File: src/tws_pkg.sv
`timescale 1ns / 1ps

package tws_pkg;

    // Default data block size in bytes
    localparam int TWS_BLOCK_BYTES = 512;

    // Configuration register indexes
    typedef enum logic [1:0] {
        REG_SERVER_PORT  = 2'd0,
        REG_REQ_TIMEOUT  = 2'd1,
        REG_ACK_TIMEOUT  = 2'd2,
        REG_MAX_ATTEMPTS = 2'd3
    } reg_idx_t;

    // Configuration reset values
    localparam logic [15:0] SERVER_PORT_RST  = 16'd1069;
    localparam logic [7:0]  REQ_TIMEOUT_RST  = 8'd5;
    localparam logic [7:0]  ACK_TIMEOUT_RST  = 8'd3;
    localparam logic [2:0]  MAX_ATTEMPTS_RST = 3'd4;

    // Input item kinds
    typedef enum logic [1:0] {
        CMD_START = 2'd0,
        CMD_TICK  = 2'd1,
        CMD_PKT   = 2'd2,
        CMD_NONE  = 2'd3
    } cmd_t;

    // Result actions
    typedef enum logic [1:0] {
        ACT_NONE     = 2'd0,
        ACT_WRQ      = 2'd1,
        ACT_DATA     = 2'd2,
        ACT_RESEND   = 2'd3
    } action_t;

    // Reported status
    typedef enum logic [2:0] {
        ST_IDLE       = 3'd0,
        ST_BUSY       = 3'd1,
        ST_DONE       = 3'd2,
        ST_EMPTY      = 3'd3,
        ST_NO_ANSWER  = 3'd4,
        ST_TIMEOUT    = 3'd5
    } status_t;

    // Transfer phase
    typedef enum logic [2:0] {
        PH_IDLE      = 3'd0,
        PH_WAIT_ACK0 = 3'd1,
        PH_SENDING   = 3'd2,
        PH_DONE      = 3'd3,
        PH_EMPTY     = 3'd4,
        PH_NO_ANSWER = 3'd5,
        PH_TIMEOUT   = 3'd6
    } phase_t;

    localparam logic [15:0] OPCODE_ACK = 16'd4;
    localparam logic [9:0]  ACK_LEN    = 10'd4;

    // Payload widths
    localparam int IN_DATA_W  = 160;
    localparam int OUT_DATA_W = 112;

    function automatic status_t phase_status(input phase_t ph);
        status_t st;
        case (ph)
            PH_WAIT_ACK0, PH_SENDING: st = ST_BUSY;
            PH_DONE:                  st = ST_DONE;
            PH_EMPTY:                 st = ST_EMPTY;
            PH_NO_ANSWER:             st = ST_NO_ANSWER;
            PH_TIMEOUT:               st = ST_TIMEOUT;
            default:                  st = ST_IDLE;
        endcase
        return st;
    endfunction

endpackage

File: src/tftp_write_sender.sv
`timescale 1ns / 1ps

// TFTP write sender control. Each input item (start, one-second tick or the
// decoded header of a received packet) yields exactly one result item that
// says which packet to send next (write request, data block, resend) along
// with the current status and the byte count acknowledged so far. An item is
// taken every cycle while s_tready is high; the transfer state updates in
// the cycle of acceptance and the result is registered. Results go through a
// two-entry output stage (main register plus skid register), so s_tready only
// drops when both entries hold results the sink has not yet taken. Block
// lengths and offsets are tracked incrementally (bytes remaining, next offset)
// so no divider is needed for any BLOCK_BYTES. Configuration registers must
// only be written while no transfer result is pending.
module tftp_write_sender
    import tws_pkg::*;
#(
    parameter int BLOCK_BYTES = TWS_BLOCK_BYTES
) (
    input  logic                  aclk,
    input  logic                  aresetn,

    // Configuration write port
    input  logic                  cfg_we,
    input  logic [1:0]            cfg_addr,
    input  logic [15:0]           cfg_wdata,

    // Input items
    input  logic                  s_tvalid,
    output logic                  s_tready,
    // target_ip[31:0], file_size[63:32], src_addr[95:64], src_port[111:96],
    // pkt_len[121:112], pkt_opcode[137:122], pkt_block[153:138], zero pad
    input  logic [IN_DATA_W-1:0]  s_tdata,
    // command[1:0]
    input  logic [1:0]            s_tuser,

    // Result items
    output logic                  m_tvalid,
    input  logic                  m_tready,
    // dest_port[15:0], block_number[31:16], data_offset[63:32],
    // data_len[73:64], status[76:74], bytes_acked[108:77], zero pad
    output logic [OUT_DATA_W-1:0] m_tdata,
    // action[1:0]
    output logic [1:0]            m_tuser
);

    localparam logic [31:0] BLK = 32'(BLOCK_BYTES);

    // Configuration
    logic [15:0] server_port_reg;
    logic [7:0]  req_timeout_reg;
    logic [7:0]  ack_timeout_reg;
    logic [2:0]  max_attempts_reg;

    // Transfer state
    phase_t      phase_reg,       phase_next;
    logic [15:0] cur_block_reg,   cur_block_next;
    logic [2:0]  attempts_reg,    attempts_next;
    logic [7:0]  ticks_reg,       ticks_next;
    logic [31:0] remote_addr_reg, remote_addr_next;
    logic [15:0] remote_port_reg, remote_port_next;
    logic [31:0] remain_reg,      remain_next;   // bytes not yet in a full acked block
    logic [31:0] offset_reg,      offset_next;   // offset of the current block
    logic [31:0] acked_reg,       acked_next;
    action_t     act;

    // Output stage
    logic                  main_valid_reg;
    logic                  skid_valid_reg;
    logic [OUT_DATA_W-1:0] main_data_reg, skid_data_reg;
    logic [1:0]            main_user_reg, skid_user_reg;

    // Input fields
    cmd_t        cmd;
    logic [31:0] in_target_ip;
    logic [31:0] in_file_size;
    logic [31:0] in_src_addr;
    logic [15:0] in_src_port;
    logic [9:0]  in_pkt_len;
    logic [15:0] in_pkt_opcode;
    logic [15:0] in_pkt_block;

    assign cmd           = cmd_t'(s_tuser);
    assign in_target_ip  = s_tdata[31:0];
    assign in_file_size  = s_tdata[63:32];
    assign in_src_addr   = s_tdata[95:64];
    assign in_src_port   = s_tdata[111:96];
    assign in_pkt_len    = s_tdata[121:112];
    assign in_pkt_opcode = s_tdata[137:122];
    assign in_pkt_block  = s_tdata[153:138];

    logic accept;
    logic pop;
    assign s_tready = !skid_valid_reg;
    assign accept   = s_tvalid && s_tready;
    assign pop      = main_valid_reg && m_tready;

    // Length of the block at the current position
    logic [31:0] cur_len;
    logic        cur_full;
    assign cur_full = (remain_reg >= BLK);
    assign cur_len  = cur_full ? BLK : remain_reg;

    logic is_ack;
    assign is_ack = (in_pkt_len == ACK_LEN) && (in_pkt_opcode == OPCODE_ACK)
                 && (in_src_addr == remote_addr_reg);

    // Next state
    always_comb begin
        phase_next       = phase_reg;
        cur_block_next   = cur_block_reg;
        attempts_next    = attempts_reg;
        ticks_next       = ticks_reg;
        remote_addr_next = remote_addr_reg;
        remote_port_next = remote_port_reg;
        remain_next      = remain_reg;
        offset_next      = offset_reg;
        acked_next       = acked_reg;
        act              = ACT_NONE;

        case (cmd)
            CMD_START: begin
                remote_addr_next = in_target_ip;
                remain_next      = in_file_size;
                offset_next      = '0;
                acked_next       = '0;
                cur_block_next   = '0;
                attempts_next    = '0;
                ticks_next       = '0;
                remote_port_next = server_port_reg;
                if (in_file_size == '0) begin
                    phase_next = PH_EMPTY;
                end else begin
                    phase_next = PH_WAIT_ACK0;
                    ticks_next = req_timeout_reg;
                    act        = ACT_WRQ;
                end
            end
            CMD_TICK: begin
                if (phase_reg == PH_WAIT_ACK0) begin
                    if (ticks_reg <= 8'd1) begin
                        ticks_next = '0;
                        phase_next = PH_NO_ANSWER;
                    end else begin
                        ticks_next = ticks_reg - 8'd1;
                    end
                end else if (phase_reg == PH_SENDING) begin
                    if (ticks_reg <= 8'd1) begin
                        if (attempts_reg <= 3'd1) begin
                            attempts_next = '0;
                            ticks_next    = '0;
                            phase_next    = PH_TIMEOUT;
                        end else begin
                            attempts_next = attempts_reg - 3'd1;
                            ticks_next    = ack_timeout_reg;
                            act           = ACT_RESEND;
                        end
                    end else begin
                        ticks_next = ticks_reg - 8'd1;
                    end
                end
            end
            CMD_PKT: begin
                if (phase_reg == PH_WAIT_ACK0) begin
                    // ACK 0 must come from a fresh port, not the server port
                    if (is_ack && in_pkt_block == '0
                            && in_src_port != remote_port_reg) begin
                        remote_port_next = in_src_port;
                        phase_next       = PH_SENDING;
                        cur_block_next   = 16'd1;
                        attempts_next    = max_attempts_reg;
                        ticks_next       = ack_timeout_reg;
                        act              = ACT_DATA;
                    end
                end else if (phase_reg == PH_SENDING) begin
                    if (is_ack && in_src_port == remote_port_reg
                            && in_pkt_block == cur_block_reg) begin
                        acked_next = acked_reg + cur_len;
                        if (cur_full) begin
                            remain_next    = remain_reg - BLK;
                            offset_next    = offset_reg + BLK;
                            cur_block_next = cur_block_reg + 16'd1;
                            attempts_next  = max_attempts_reg;
                            ticks_next     = ack_timeout_reg;
                            act            = ACT_DATA;
                        end else begin
                            ticks_next    = '0;
                            attempts_next = '0;
                            phase_next    = PH_DONE;
                        end
                    end
                end
            end
            default: begin
            end
        endcase
    end

    // Result item
    logic [15:0] res_dest_port;
    logic [15:0] res_block;
    logic [31:0] res_offset;
    logic [9:0]  res_len;
    logic [31:0] nxt_len;
    logic [OUT_DATA_W-1:0] res_data;

    assign nxt_len = (remain_next >= BLK) ? BLK : remain_next;

    always_comb begin
        res_dest_port = '0;
        res_block     = '0;
        res_offset    = '0;
        res_len       = '0;
        case (act)
            ACT_WRQ: begin
                res_dest_port = remote_port_next;
            end
            ACT_DATA, ACT_RESEND: begin
                res_dest_port = remote_port_next;
                res_block     = cur_block_next;
                res_offset    = offset_next;
                res_len       = nxt_len[9:0];
            end
            default: begin
            end
        endcase
        res_data = {3'b000, acked_next, phase_status(phase_next),
                    res_len, res_offset, res_block, res_dest_port};
    end

    // Configuration registers
    always_ff @(posedge aclk) begin
        if (!aresetn) begin
            server_port_reg  <= SERVER_PORT_RST;
            req_timeout_reg  <= REQ_TIMEOUT_RST;
            ack_timeout_reg  <= ACK_TIMEOUT_RST;
            max_attempts_reg <= MAX_ATTEMPTS_RST;
        end else if (cfg_we) begin
            case (reg_idx_t'(cfg_addr))
                REG_SERVER_PORT:  server_port_reg  <= cfg_wdata;
                REG_REQ_TIMEOUT:  req_timeout_reg  <= cfg_wdata[7:0];
                REG_ACK_TIMEOUT:  ack_timeout_reg  <= cfg_wdata[7:0];
                REG_MAX_ATTEMPTS: max_attempts_reg <= cfg_wdata[2:0];
                default: begin
                end
            endcase
        end
    end

    // Transfer state registers
    always_ff @(posedge aclk) begin
        if (!aresetn) begin
            phase_reg       <= PH_IDLE;
            cur_block_reg   <= '0;
            attempts_reg    <= '0;
            ticks_reg       <= '0;
            remote_addr_reg <= '0;
            remote_port_reg <= '0;
            remain_reg      <= '0;
            offset_reg      <= '0;
            acked_reg       <= '0;
        end else if (accept) begin
            phase_reg       <= phase_next;
            cur_block_reg   <= cur_block_next;
            attempts_reg    <= attempts_next;
            ticks_reg       <= ticks_next;
            remote_addr_reg <= remote_addr_next;
            remote_port_reg <= remote_port_next;
            remain_reg      <= remain_next;
            offset_reg      <= offset_next;
            acked_reg       <= acked_next;
        end
    end

    // Output stage: main register feeds the port, skid catches a result
    // accepted while main is stalled.
    always_ff @(posedge aclk) begin
        if (!aresetn) begin
            main_valid_reg <= 1'b0;
            skid_valid_reg <= 1'b0;
        end else begin
            if (accept) begin
                if (!main_valid_reg || pop) begin
                    main_valid_reg <= 1'b1;
                end else begin
                    skid_valid_reg <= 1'b1;
                end
            end else if (pop) begin
                main_valid_reg <= skid_valid_reg;
                skid_valid_reg <= 1'b0;
            end
        end
    end

    always_ff @(posedge aclk) begin
        if (accept) begin
            if (!main_valid_reg || pop) begin
                main_data_reg <= res_data;
                main_user_reg <= act;
            end else begin
                skid_data_reg <= res_data;
                skid_user_reg <= act;
            end
        end else if (pop && skid_valid_reg) begin
            main_data_reg <= skid_data_reg;
            main_user_reg <= skid_user_reg;
        end
    end

    assign m_tvalid = main_valid_reg;
    assign m_tdata  = main_data_reg;
    assign m_tuser  = main_user_reg;

endmodule
File: config.mk
export PLATFORM = sky130hd
export DESIGN_NAME = tftp_write_sender
export DESIGN_NICKNAME = d
export VERILOG_FILES = /design/src/tws_pkg.sv /design/src/tftp_write_sender.sv
export SDC_FILE = /design/constraint.sdc
export NUM_CORES = 1
export LEC_CHECK = 0
export BUFFER_PORTS_ARGS = -buffer_cell sky130_fd_sc_hd__buf_2
export CAP_MARGIN = 15
export CORE_UTILIZATION = 25
export CTS_BUF_LIST = sky130_fd_sc_hd__clkbuf_4
export DETAILED_ROUTE_END_ITERATION = 7
export GPL_ROUTABILITY_DRIVEN = 0
export GPL_TIMING_DRIVEN = 0
export PLACE_DENSITY = 0.53
export SETUP_SLACK_MARGIN = 0.15
export SYNTH_ARGS = -nofsm -noshare
export SYNTH_HDL_FRONTEND = slang
export SYNTH_SLANG_ARGS = --single-unit
File: constraint.sdc
create_clock -name aclk -period 9.7 [get_ports aclk]
set_input_delay 0.97 -clock aclk [delete_from_list [all_inputs] [get_ports aclk]]
set_output_delay 0.97 -clock aclk [all_outputs]
set_load 0.02 [all_outputs]
Yosys cells after proc, flatten, opt, wreduce, memory -nomap -nowiden

Cells that the tools add are included.
Widths: inputs -> output; s select.

Equality and inequality tests: 31
Bitwise operators: 1
Multiplexer cells: 87
Reduce and logical (&&, ||, !) cells: 33
$lt $le $gt $ge: 4
Add/subtract/negate cells: 6

Operators with widths:

| cell                   | number |
|---|---|
| $mux 32                | 13 |
| $mux 112               | 3 |
| $pmux 32 s2            | 3 |
| $mux 16                | 9 |
| $mux 8                 | 11 |
| $ge 32x10->1 const B   | 2 |
| $pmux 16 s2            | 2 |
| $mux 3                 | 20 |
| $add 32x10->32 const B | 1 |
| $add 32x32->32         | 1 |
| $eq 16x16->1           | 2 |
| $eq 32x32->1           | 1 |
| $logic_not 32->1       | 1 |
| $sub 32x10->32 const B | 1 |
| $mux 2                 | 12 |
| $pmux 8 s3             | 1 |
| $mux 10                | 2 |
| $pmux 3 s3             | 2 |
| $reduce_and 2->1       | 9 |
| $add 16x1->16 const B  | 1 |
| $eq 16x3->1 const B    | 1 |
| $logic_not 16->1       | 1 |
| $ne 16x16->1           | 1 |
| $pmux 3 s5             | 1 |
| 26 further kinds       | 61 |

Input port bits: 185
Word-level logic and storage cells: 181
Bits in registers: 436

Longest topological paths before layout

Word-level depth: 14
Mapped depth: 22
Depth with buffers taken out: 19

Worst setup path after synthesis

No wires, ideal clock.

Kind: input-to-reg
Start point: input port s_tvalid
End point: register main_data_reg[0] (netlist: m_tdata[0]), enable pin
Arrival: 7.269 ns
Slack: 1.813 ns
Stages: 5
Path buffers: 2
Setup time: 0.618 ns
Required time: 9.082 ns
Cells stage by stage: nor2b_1 > clkbuf_1 > clkbuf_1 > a21oi_1 > a21oi_1

Longest elaborated chain between the ends: 3
Elaborated cells on any way between the ends: 4

RTL lines:

| item                                                             | line                     | RTL |
|---|---|---|
| start, declared                                                  | tftp_write_sender.sv:28  | `input logic s_tvalid,` |
| $logic_and 1x1->1 (*)                                            | tftp_write_sender.sv:94  | `assign accept = s_tvalid && s_tready;` |
| $ne 2x1->1 (no source line) or $reduce_bool 2->1 (tied branches) | -                        |  |
| $reduce_and 2->1 (no source line) (*)                            | -                        |  |
| end signal, assigned                                             | tftp_write_sender.sv:297 | `main_data_reg <= res_data;` |
| end signal, assigned                                             | tftp_write_sender.sv:304 | `main_data_reg <= skid_data_reg;` |
| end, declared                                                    | tftp_write_sender.sv:69  | `logic [OUT_DATA_W-1:0] main_data_reg, skid_data_reg;` |

Mark *: on every way between the ends. The rest lies on a longest branch, timed or not.
A chain may end at the register's enable or synchronous reset.

Worst setup path in the final report

Start point: register remain_reg[12]
End point: register main_data_reg[107] (netlist: m_tdata[107]), data pin

Longest elaborated chain between the ends: 9

RTL lines:

| item                   | line                     | RTL |
|---|---|---|
| start, declared        | tftp_write_sender.sv:61  | `logic [31:0] remain_reg, remain_next;` |
| start signal, assigned | tftp_write_sender.sv:268 | `remain_reg <= remain_next;` |
| $ge 32x10->1           | tftp_write_sender.sv:100 | `assign cur_full = (remain_reg >= BLK);` |
| $mux 32 (*)            | tftp_write_sender.sv:101 | `assign cur_len = cur_full ? BLK : remain_reg;` |
| $add 32x32->32 (*)     | tftp_write_sender.sv:177 | `acked_next = acked_reg + cur_len;` |
| $mux 32 (*)            | tftp_write_sender.sv:175 | `if (is_ack && in_src_port == remote_port_reg` |
| $mux 32 (*)            | tftp_write_sender.sv:174 | `end else if (phase_reg == PH_SENDING) begin` |
| $mux 32 (*)            | tftp_write_sender.sv:163 | `if (phase_reg == PH_WAIT_ACK0) begin` |
| $pmux 32 s2 (*)        | tftp_write_sender.sv:120 | `case (cmd)` |
| via acked_next[30]     | tftp_write_sender.sv:63  | `logic [31:0] acked_reg, acked_next;` |
| $mux 112 (*)           | tftp_write_sender.sv:296 | `if (!main_valid_reg \|\| pop) begin` |
| $mux 112 (*)           | tftp_write_sender.sv:295 | `if (accept) begin` |

The timed path passes the listed nets; every way through them passes the cells marked *. The select of a mux whose other input is x is not followed.

==> metrics.md <==
| Metric | Value |
|---|---|
| PortBufs | 290 |
| Final period util | 68.13% |
| Status | complete, no violations |
| DPL Wire Length | 62610 um |
| Reg power frac | 46.4% |
| Post-Synthesis Cells | 2392 |
| Final setup vio count | 0 |
| Initial antenna violation count | 22 |
| Max Fanout on Critical Path | 10 |
| Routed vias | 20160 |
| NetSw | 1.358 mW |
| Fill count | 9188 |
| Netlist cell types | 80 |
| DR WL/cell | 20.19 um |
| Clock share of power | 38.8% |
| FF+latch count, synth | 433 |
| Slew margin rel. | 9.748% |
| Final Max Slew Viols | 0 |
| Largest net degree at the start of global routing | 66 |
| Internal Power | 3.125 mW |
| Drt pass-1 iters | 6 |
| Nets | 3066 |
| Ys async rst share | 0% |
| CTS Buf Count | 121 |
| Layout cells sized above 1 | 18.89% |
| Sw frac | 30.30% |
| Yosys warns | 0 |
| Arr. time, crit path | 7.31 ns |
| Clock H-tree levels | 3 |
| Num ports | 301 |
| Syn-to-layout area delta | 21.98% |
| Max-Cap Viols | 0 |
| Most used flip-flop cell after synthesis | edfxtp_1 |
| Static Leakage | 9.965 nW |
| DP Cell Count | 3857 |
| Post-cts resize count | 0 |
| Gr usage total | 18.25% |
| Worst endpoint required time | 10.40 ns |
| Period minus WS final | 6.609 ns |
| RSZ-0062 raised after global routing | false |
| CTS tree | yes |
| # Post-CTS Setup Buffers | 0 |
| Drc violations | 0 |
| Power per cell area | 168.6 nW/um^2 |
| Worst Setup End Kind | register |
| Die ar. | 88350 um^2 |
| Top cell type's share of synthesized area | 30.59% |
| CP Launch Type | register |
| Routed Antenna Nets | 0 |
| Die height | 297.2 um |
| Clock tree sinks | 433 |
| Latest clock arrival within the worst-skew pair | 1.00 ns |
| Maximum vdd drop | 0.07077 mV |
| Clock slew at reported path FFs | 0.07 ns |
| Starting Density | 25.39% |
| GR Overflow Total | 0 |
| Mapped Area | 21790 um^2 |
| First-pass GRT wire length | 121900 um |
| CTS max path bufs | 3 |
| Worst Hold Class | input port to register |
| Hold Vio Cnt, Final | 0 |
| Post-synth EDFFs | 222 |
| Worst hold margin | 0.1812 ns |
| Die Wd | 297.2 um |
| Rows | 107 |
| CORE AREA | 85820 um^2 |
| Measured slew at the worst slew-check pin | 1.351 ns |
| Synth Area per Inst | 9.110 um^2 |
| Area leader, netlist | edfxtp_1 |
| CTS Root Cell | clkbuf_4 |
| Comb power frac | 14.8% |
| Hold buffer count at cts | 0 |
| Kind of critical path | register to register |
| Final std cells w/o fill | 4097 |
| DR vias/cell | 4.920 |
| Worst Skew | 0.1090 ns |
| Initial DRC count | 1477 |
| Final WL | 82740 um |
| Fmax | 0.1513 GHz |
| Vias in the first global route | 19490 |
| Seq/Total Area, Yosys | 49.97% |
| Synth area leaders | edfxtp_1 31%, dfxtp_1 19%, nand2_1 6.1% |
Yosys cell counts, types with 20 or more instances:
cell and instances:
mux2_2 29, and3_1 43, clkbuf_1 133, and2_1 21
a21oi_1 198, or3_1 20, a22o_1 24, a211oi_1 47
nor3_1 51, edfxtp_1 222, a22oi_1 25, ha_1 43
o21ai_0 127, nor2_1 296, nand3_1 54, nand2_1 355
nand4_1 30, o31ai_1 47, nor4_1 43, dfxtp_1 211
inv_1 40, xnor2_1 65, xor2_1 34
power groups by stage:
stage | combinational [mW] | sequential, mW | clock, mW
final | 0.664 | 2.08 | 1.74
after CTS | 0.662 | 2.08 | 1.80
after global routing | 0.719 | 2.09 | 1.90
after detailed placement | 0.659 | 2.12 | 0
after global placement | 0.645 | 2.13 | 0
after floorplan | 0.331 | 2.17 | 0
area by class of cell:
cell class | count | area [um^2] | area share [%]
Antenna cell | 10 | 25.02 | 0.09414
Buffer | 146 | 563.0 | 2.118
Clock buffer | 186 | 1396 | 5.253
Clock inverter | 43 | 215.2 | 0.8096
Inverter | 42 | 157.7 | 0.5931
Multi-Input combinational cell | 1794 | 10280 | 38.69
Sequential cell | 433 | 10890 | 40.97
Tap cell | 1144 | 1431 | 5.385
Timing Repair Buffer | 299 | 1619 | 6.091
final timing paths:
kind / from / end / slack, ns / cells past startpoint
setup / recovery: remain_reg[12] / m_tdata[107] / 3.09 / 20
hold / removal: m_tready / skid_valid_reg / 0.18 / 2
setup reg to reg: remain_reg[12] / m_tdata[107] / 3.09 / 20
hold reg to reg: ack_timeout_reg[4] / ack_timeout_reg[4] / 0.46 / 2
metrics by stage:
stage | util, % | setup WS (ns) | area, um^2 | total power [mW] | setup TNS [ns]
floorplan | - | 1.813 | 21880 | 2.503 | 0
global placement | 28.85 | -3.372 | 24760 | 2.779 | -370.99
detailed placement | 29.06 | 3.365 | 24940 | 2.779 | 0
CTS | 30.94 | 3.301 | 26550 | 4.543 | 0
global route | 30.96 | 2.789 | 26570 | 4.703 | 0
finish | 30.98 | 3.091 | 26580 | 4.483 | 0
layout by cell type, fill, tap and decap left out, types with 8 or more instances in the layout:
cell type and n:
clkbuf_1 133, conb_1 24, nor2b_1 10, mux2_2 29
nand2b_1 15, a221oi_1 8, inv_1 40, nor3_1 51
o21ai_0 127, a21oi_1 197, clkinv_1 31, buf_2 295
nand3_1 54, nor3b_1 8, nand4_1 30, edfxtp_1 222
or3_1 20, diode_2 10, a211oi_1 47, xor2_1 34
and2_1 21, dfxtp_1 211, clkbuf_4 186, nor4_1 43
nand2_1 355, a21o_1 19, a31oi_1 11, nor2_1 296
and3_1 42, or4_1 9, o31ai_1 47, xnor2_1 65
o21a_1 11, ha_1 43, a22oi_1 25, o21ai_1 11
mux2i_1 16, a22o_1 24
critical path, cell delays in order, from the launching register on:
cell and delay, ns:
dfxtp_1 0.30, clkbuf_1 0.21, nor4_1 0.88, nand2_1 0.29
or4_1 0.51, buf_2 0.17, inv_2 0.09, clkbuf_1 0.39
and2_1 0.22, ha_1 0.29, a21o_1 0.22, a2111oi_0 0.60
a211oi_1 0.21, o31ai_1 0.50, nand3_1 0.18, a41oi_1 0.31
a211o_1 0.21, o211ai_1 0.11, xor2_1 0.17, a22o_1 0.21
mux2_2 0.26
routing by layer:
metal	global-route usage, %	share of wire, %	wire, um
met5	0	0.16	134
met3	5.193	8.8	7312
met4	7.769	4.0	3309
met1	22.40	41	34050
met2	29.76	46	37930
cells by family after synthesis:
family	count (synthesis)	share of synthesized area, %
xor gates and xnor gates	99	3.979
muxes	45	2.233
AOI/OAI and AO/OA	590	16.94
DFF	433	49.97
and+or+nand+nor	992	20.99
buffers and inverters	188	3.307
other	1	0.01721
adders and majority gates	44	2.561
(Power assumes the default switching activity.)
